==> src/rtl/paqd_pkg.sv <==
// Shared types and constants of the announcement admission controller.
package paqd_pkg;

    localparam int unsigned MODE_W     = 2;
    localparam int unsigned HANDLE_W   = 32;
    localparam int unsigned PRIO_W     = 8;
    localparam int unsigned SEQ_W      = 64;
    localparam int unsigned STATUS_W   = 3;
    localparam int unsigned COUNT_W    = 5;
    localparam int unsigned THRESH_W   = 7;
    localparam int unsigned LIMIT_W    = 4;
    localparam int unsigned CFG_ADDR_W = 2;
    localparam int unsigned CFG_DATA_W = 7;

    localparam logic [MODE_W-1:0] MODE_SUBMIT = 2'd0;
    localparam logic [MODE_W-1:0] MODE_POP    = 2'd1;
    localparam logic [MODE_W-1:0] MODE_DONE   = 2'd2;
    localparam logic [MODE_W-1:0] MODE_RESET  = 2'd3;

    localparam logic [STATUS_W-1:0] ST_QUEUED    = 3'd0;
    localparam logic [STATUS_W-1:0] ST_IGNORED   = 3'd1;
    localparam logic [STATUS_W-1:0] ST_DUPLICATE = 3'd2;
    localparam logic [STATUS_W-1:0] ST_BACKLOG   = 3'd3;
    localparam logic [STATUS_W-1:0] ST_OVERFLOW  = 3'd4;
    localparam logic [STATUS_W-1:0] ST_POPPED    = 3'd5;
    localparam logic [STATUS_W-1:0] ST_DONE      = 3'd6;

    localparam logic [CFG_ADDR_W-1:0] CFG_ENABLED   = 2'd0;
    localparam logic [CFG_ADDR_W-1:0] CFG_THRESHOLD = 2'd1;
    localparam logic [CFG_ADDR_W-1:0] CFG_LIMIT     = 2'd2;

    localparam logic [THRESH_W-1:0] THRESH_RESET = 7'd90;
    localparam logic [LIMIT_W-1:0]  LIMIT_RESET  = 4'd3;

    // One queued announcement.
    typedef struct packed {
        logic [SEQ_W-1:0]    seq;
        logic [PRIO_W-1:0]   prio;
        logic [HANDLE_W-1:0] handle;
    } entry_t;

    // Command from the sequencer, shared by every queue cell.
    typedef struct packed {
        logic   shift;   // take the right neighbor's entry
        logic   load;    // the cell at the tail index takes new_entry
        entry_t new_entry;
    } cell_ctrl_t;

endpackage

==> src/rtl/paqd_cell.sv <==
// Queue cell: holds an entry; a load at the tail wins over a shift from the right.
module paqd_cell
(
    input  logic                clk,
    input  paqd_pkg::cell_ctrl_t ctrl,
    input  logic                is_tail,
    input  paqd_pkg::entry_t    right_entry,
    output paqd_pkg::entry_t    entry
);
    import paqd_pkg::*;

    entry_t entry_reg;

    always_ff @(posedge clk)
    begin
        if (ctrl.load && is_tail)
        begin
            entry_reg <= ctrl.new_entry;
        end
        else if (ctrl.shift)
        begin
            entry_reg <= right_entry;
        end
    end

    assign entry = entry_reg;

endmodule

==> src/rtl/paqd_queue.sv <==
// Row of cells: shifts toward the head one place per cycle on ctrl.shift; loads at tail_idx.
module paqd_queue #(
    parameter int unsigned QUEUE_DEPTH = 16,
    parameter int unsigned IDX_W       = 4
)
(
    input  logic                 clk,
    input  paqd_pkg::cell_ctrl_t ctrl,
    input  logic [IDX_W-1:0]     tail_idx,
    output paqd_pkg::entry_t     head
);
    import paqd_pkg::*;

    entry_t cell_out [QUEUE_DEPTH];

    for (genvar g = 0; g < QUEUE_DEPTH; g++)
    begin : g_cell
        entry_t right;
        if (g == QUEUE_DEPTH - 1)
        begin : g_last
            assign right = '0;
        end
        else
        begin : g_mid
            assign right = cell_out[g+1];
        end
        paqd_cell u_cell
        (
            .clk         (clk),
            .ctrl        (ctrl),
            .is_tail     (tail_idx == IDX_W'(g)),
            .right_entry (right),
            .entry       (cell_out[g])
        );
    end

    assign head = cell_out[0];

endmodule

==> config.mk <==
export PLATFORM = sky130hd
export DESIGN_NAME = paqd_queue
export DESIGN_NICKNAME = d
export VERILOG_FILES = /design/src/rtl/paqd_pkg.sv /design/src/rtl/paqd_cell.sv /design/src/rtl/paqd_queue.sv
export SDC_FILE = /design/constraint.sdc
export NUM_CORES = 2
export LEC_CHECK = 0
export BUFFER_PORTS_ARGS = -buffer_cell sky130_fd_sc_hd__buf_2
export CELL_PAD_IN_SITES_DETAIL_PLACEMENT = 1
export CELL_PAD_IN_SITES_GLOBAL_PLACEMENT = 1
export CORE_ASPECT_RATIO = 0.9
export CORE_UTILIZATION = 36
export DETAILED_ROUTE_END_ITERATION = 7
export PLACE_DENSITY = 0.59
export SLEW_MARGIN = 25
export SYNTH_ARGS = -nofsm -noshare
export SYNTH_HDL_FRONTEND = slang
export SYNTH_SLANG_ARGS = --single-unit
==> constraint.sdc <==
create_clock -name clk -period 6.6 [get_ports clk]
set_input_delay 1.32 -clock clk [delete_from_list [all_inputs] [get_ports clk]]
set_output_delay 1.32 -clock clk [all_outputs]
set_load 0.01 [all_outputs]
==> results.md <==
- The number of ports placed on the die boundary is 215.
- The fraction of the mapped netlist area in adder cells is 0.
- The synthesis-to-layout area growth is 13.2%.
- The critical path arrival is 4.09 ns.
- The aggregate global routing overflow is 0.
- The post-placement setup slack is 2.02 ns.
- The CTS tree is done.
- The number of synthesized register bits is 1664.
- Counting every net in the synthesized netlist gives 3766.
- The setup slack of the worst register-to-register path is 5.56 ns.
- The per-cell via count in the routed design is 5.00.
- The highest fanout seen on the critical path is 54.
- The worst register-to-register path begins at g_cell[5].u_cell.entry[20]$_DFFE_PP_.
- The number of hold buffers added after CTS is 0.
- The tightest slew margin relative to the limit is 0.221.
- For this run, design rule violations remaining after detail routing come to 0.
- The category of the worst setup path launch point is an input pin.
- The chip width is 466 um.
- Counting the buffers created by CTS gives 181.
- The path type of the worst min-delay path is reg2reg.
- The number of standard cells in the final layout excluding fillers is 6495.
- The fraction of power spent switching nets is 0.215.
- The pre-antenna-repair detailed-routing pass consisted of 4 iterations.
- CTS saw 1664 sinks.
- The count of buffers added on input and output ports is 214.
- For the pin with the worst max-slew slack, the measured transition is 1.17 ns.
- The clock latency at the later pin of the worst-skew pair is 0.81 ns.
- The XOR/XNOR share of the synthesized area is 0.
- The endpoint kind of the worst setup timing path is a flip-flop.
- The number of maximum-capacitance violations is 0.
- The hold path startpoint is g_cell[9].u_cell.entry[99]$_DFFE_PP_.
- After routing the design area is 79000 um2.
- The placer congestion estimate is 0.700.
- Of the total power, combinational logic draws 0.060.
- The number of inserted filler cells in the final layout is 18.2k.
- The remaining number of nets flagged by the antenna check after routing is 0.
- The total area inside the core boundary comes to 192000 um2.
- In this run the mean area of a mapped cell was 19.1 um2.
- The setup fix buffers added after clock tree synthesis is 0.
- Of the total synthesized cell area, the portion taken by AND, OR, NAND and NOR gates is 0.0126.
- The final-layout setup total negative slack is 0 ns.
- The compound-cell area share of the yosys netlist came to 0.
- Of the synthesized area, sequential elements account for 0.716.
- The proportion of power drawn by flip-flops and latches is 0.537.
- The top achievable clock speed is 0.273 GHz.
- Subtracting the final worst setup slack from the clock period gives 3.67 ns.
- Setup violations remaining at the end of the flow were counted as 0.
- The most critical setup path has its startpoint at tail_idx[2].
- The initial antenna violation count is 17.
- The instance area at placement is 73500 um2.
- The worst setup slack after layout is 2.93 ns.
- The number of warnings issued by yosys is 0.
- STA puts the critical path data required time at 7.03 ns.
- The power per unit of standard cell area is 300 nW/um2.
- The maximum number of buffers from clock root to sink is 3.
- Once the clock tree was built, the resizer swapped 0 gates to a different size.
- In this run the critical register-to-register path is captured at g_cell[4].u_cell.entry[20]$_DFFE_PP_.
- After synthesis, the netlist uses 18 different library cells.
- Including well taps, the total number of placed cells is 6174.
- The final-stage net count is 3928.
- The initial core utilization is 0.364.
- Counting cells, the worst reg-to-reg path comes to 1.
- The post-detailed-route wirelength per cell is 23.5 um.
- The flow ran to the end, and the final reports show no timing, DRC or antenna violations.
- The register with the most flip-flops in the layout has 1664 of them.
- The max-slew violation total from the final report is 0.
- The detailed placement HPWL is 84700 um.
- At the end of the flow the core is filled with cells to 0.412.
- The number of H-tree levels is 4.
- The number of placement rows is 152.
- Across all hold checks on the routed design, the worst slack comes to 0.531 ns.
- Setup repair after global routing left no endpoint under its margin.
- The fraction of layout cells with a size suffix above 1 is 0.502.
- The final hold violation count is 0.
- The switching power of the nets is 5.10 mW.
- The worst-case IR drop observed on VDD is 0.000183 V.
- The number of global-route vias before repair was 35.5k.
- The internal power of the cells totals 18.6 mW.
- The number of cells produced by synthesis is 3655.
- The via count is 32.5k.
- The critical path is of the in2reg type.
- The routed wire length is 153000 um.
- The overall fraction of global-route tracks in use is 0.158.
- Summing internal, switching and leakage power gives 23.7 mW.
- Of the post-synthesis cell area, the part taken by muxes is 0.252.
- The die covers 196000 um2.
- The final critical-path share of the clock period is 0.556.
- The first-pass GRT wire length is 235000 um.
- After clock tree synthesis, the clock-pin slew on the worst setup and hold paths is 0.06 ns.
- The first routing iteration left 1688 violations.
- After synthesis, the largest family of logic cells by area is multiplexers.
- The share of total power in the clock network is 0.404.
- The clock root buffer is sky130_fd_sc_hd__clkbuf_16.
- For this design the static power due to leakage is 26.7 nW.
- The pin count of the biggest net entering global routing is 106.
- The setup clock skew after layout is 0.0186 ns.
- The critical path capture point is g_cell[9].u_cell.entry[94]$_DFFE_PP_.
- The combined area of all synthesized cells is 69800 um2.
- The die is 420 um tall.
## cell families (layout without fill, tap and decap cells)
family / count (synthesis) / after routing
buf+inv: 287 / 585
flops: 1664 / 1664
simple gates: 144 / 144
other cells: 0 / 1
mux: 1560 / 1560
## cell type report
type / instances / area, um2 / share of cell area
Multi-Input combinational cell: 1704 / 18600 / 0.236
Timing Repair Buffer: 266 / 1710 / 0.0216
Sequential cell: 1664 / 50000 / 0.633
Clock inverter: 87 / 668 / 0.00846
Tap cell: 2541 / 3180 / 0.0403
Antenna cell: 1 / 2.50 / 0.0000317
Clock buffer: 232 / 4830 / 0.0611
## power groups by stage
stage / clock network, mW / logic [mW] / registers (mW)
detailed placement: 0 / 1.45 / 13.0
finish: 9.58 / 1.42 / 12.7
global placement: 0 / 1.42 / 12.9
CTS: 9.88 / 1.46 / 12.7
global route: 10.2 / 1.55 / 12.8
floorplan: 0 / 0.919 / 12.9
## critical path, cell delays in order
cell	delay, ns
sky130_fd_sc_hd__buf_2	0.14
sky130_fd_sc_hd__nand3b_1	0.36
sky130_fd_sc_hd__nor2_4	0.74
sky130_fd_sc_hd__or2_4	0.83
sky130_fd_sc_hd__buf_4	0.62
## metal layers
metal | share of wire | vias to the layer above | global-route usage
met3 | 0.034 | 242 | 0.0287
li1 | - | 14600 | -
met4 | 0.025 | 18 | 0.0468
met2 | 0.48 | 439 | 0.262
met1 | 0.46 | 17200 | 0.211
met5 | 0.00086 | - | 0
## synthesized netlist by cell type
cell                          n  area share
sky130_fd_sc_hd__edfxtp_1  1664        0.72
sky130_fd_sc_hd__mux2_2    1450        0.23
sky130_fd_sc_hd__buf_2      137      0.0098
sky130_fd_sc_hd__clkbuf_1   127      0.0068
sky130_fd_sc_hd__mux2_1     110       0.018
sky130_fd_sc_hd__and2_1     104      0.0093
sky130_fd_sc_hd__buf_6       12      0.0019
sky130_fd_sc_hd__nand2b_1    11     0.00099
sky130_fd_sc_hd__nor2_1      10     0.00054
sky130_fd_sc_hd__or2_2       10     0.00090
sky130_fd_sc_hd__buf_1        6     0.00032
sky130_fd_sc_hd__buf_4        5     0.00054
sky130_fd_sc_hd__nand2_1      2     0.00011
sky130_fd_sc_hd__nand3b_1     2     0.00022
sky130_fd_sc_hd__or3_1        2     0.00018
sky130_fd_sc_hd__nand3_1      1    0.000072
sky130_fd_sc_hd__nor2b_1      1    0.000090
sky130_fd_sc_hd__nor3b_2      1     0.00018
## cells in the final DEF, fill, tap and decap left out, types with 2 or more instances in the layout
| cell | instances |
|---|---|
| sky130_fd_sc_hd__and2_1 | 104 |
| sky130_fd_sc_hd__buf_12 | 16 |
| sky130_fd_sc_hd__buf_16 | 2 |
| sky130_fd_sc_hd__buf_2 | 214 |
| sky130_fd_sc_hd__buf_4 | 32 |
| sky130_fd_sc_hd__buf_6 | 2 |
| sky130_fd_sc_hd__bufinv_16 | 8 |
| sky130_fd_sc_hd__clkbuf_1 | 46 |
| sky130_fd_sc_hd__clkbuf_16 | 186 |
| sky130_fd_sc_hd__clkinv_1 | 37 |
| sky130_fd_sc_hd__clkinv_2 | 29 |
| sky130_fd_sc_hd__clkinv_8 | 3 |
| sky130_fd_sc_hd__clkinvlp_4 | 3 |
| sky130_fd_sc_hd__edfxtp_1 | 1664 |
| sky130_fd_sc_hd__inv_6 | 6 |
| sky130_fd_sc_hd__mux2_1 | 110 |
| sky130_fd_sc_hd__mux2_2 | 1450 |
| sky130_fd_sc_hd__nand2b_1 | 2 |
| sky130_fd_sc_hd__nand2b_4 | 9 |
| sky130_fd_sc_hd__nand3b_1 | 2 |
| sky130_fd_sc_hd__nor2_4 | 9 |
| sky130_fd_sc_hd__or2_4 | 10 |
| sky130_fd_sc_hd__or3_4 | 2 |
## how the worst min path moves through the flow
| stage | end | slack, ns | cells past startpoint |
|---|---|---|---|
| floorplan | g_cell[1].u_cell.entry[100]$_DFFE_PP_ | 0.51 | 1 |
| global placement | g_cell[4].u_cell.entry[79]$_DFFE_PP_ | 0.51 | 1 |
| detailed placement | g_cell[8].u_cell.entry[98]$_DFFE_PP_ | 0.52 | 1 |
| CTS | g_cell[8].u_cell.entry[98]$_DFFE_PP_ | 0.53 | 1 |
| global route | g_cell[7].u_cell.entry[33]$_DFFE_PP_ | 0.55 | 1 |
| finish | g_cell[8].u_cell.entry[99]$_DFFE_PP_ | 0.53 | 1 |
No activity file was read; power rests on OpenSTA's default activity.
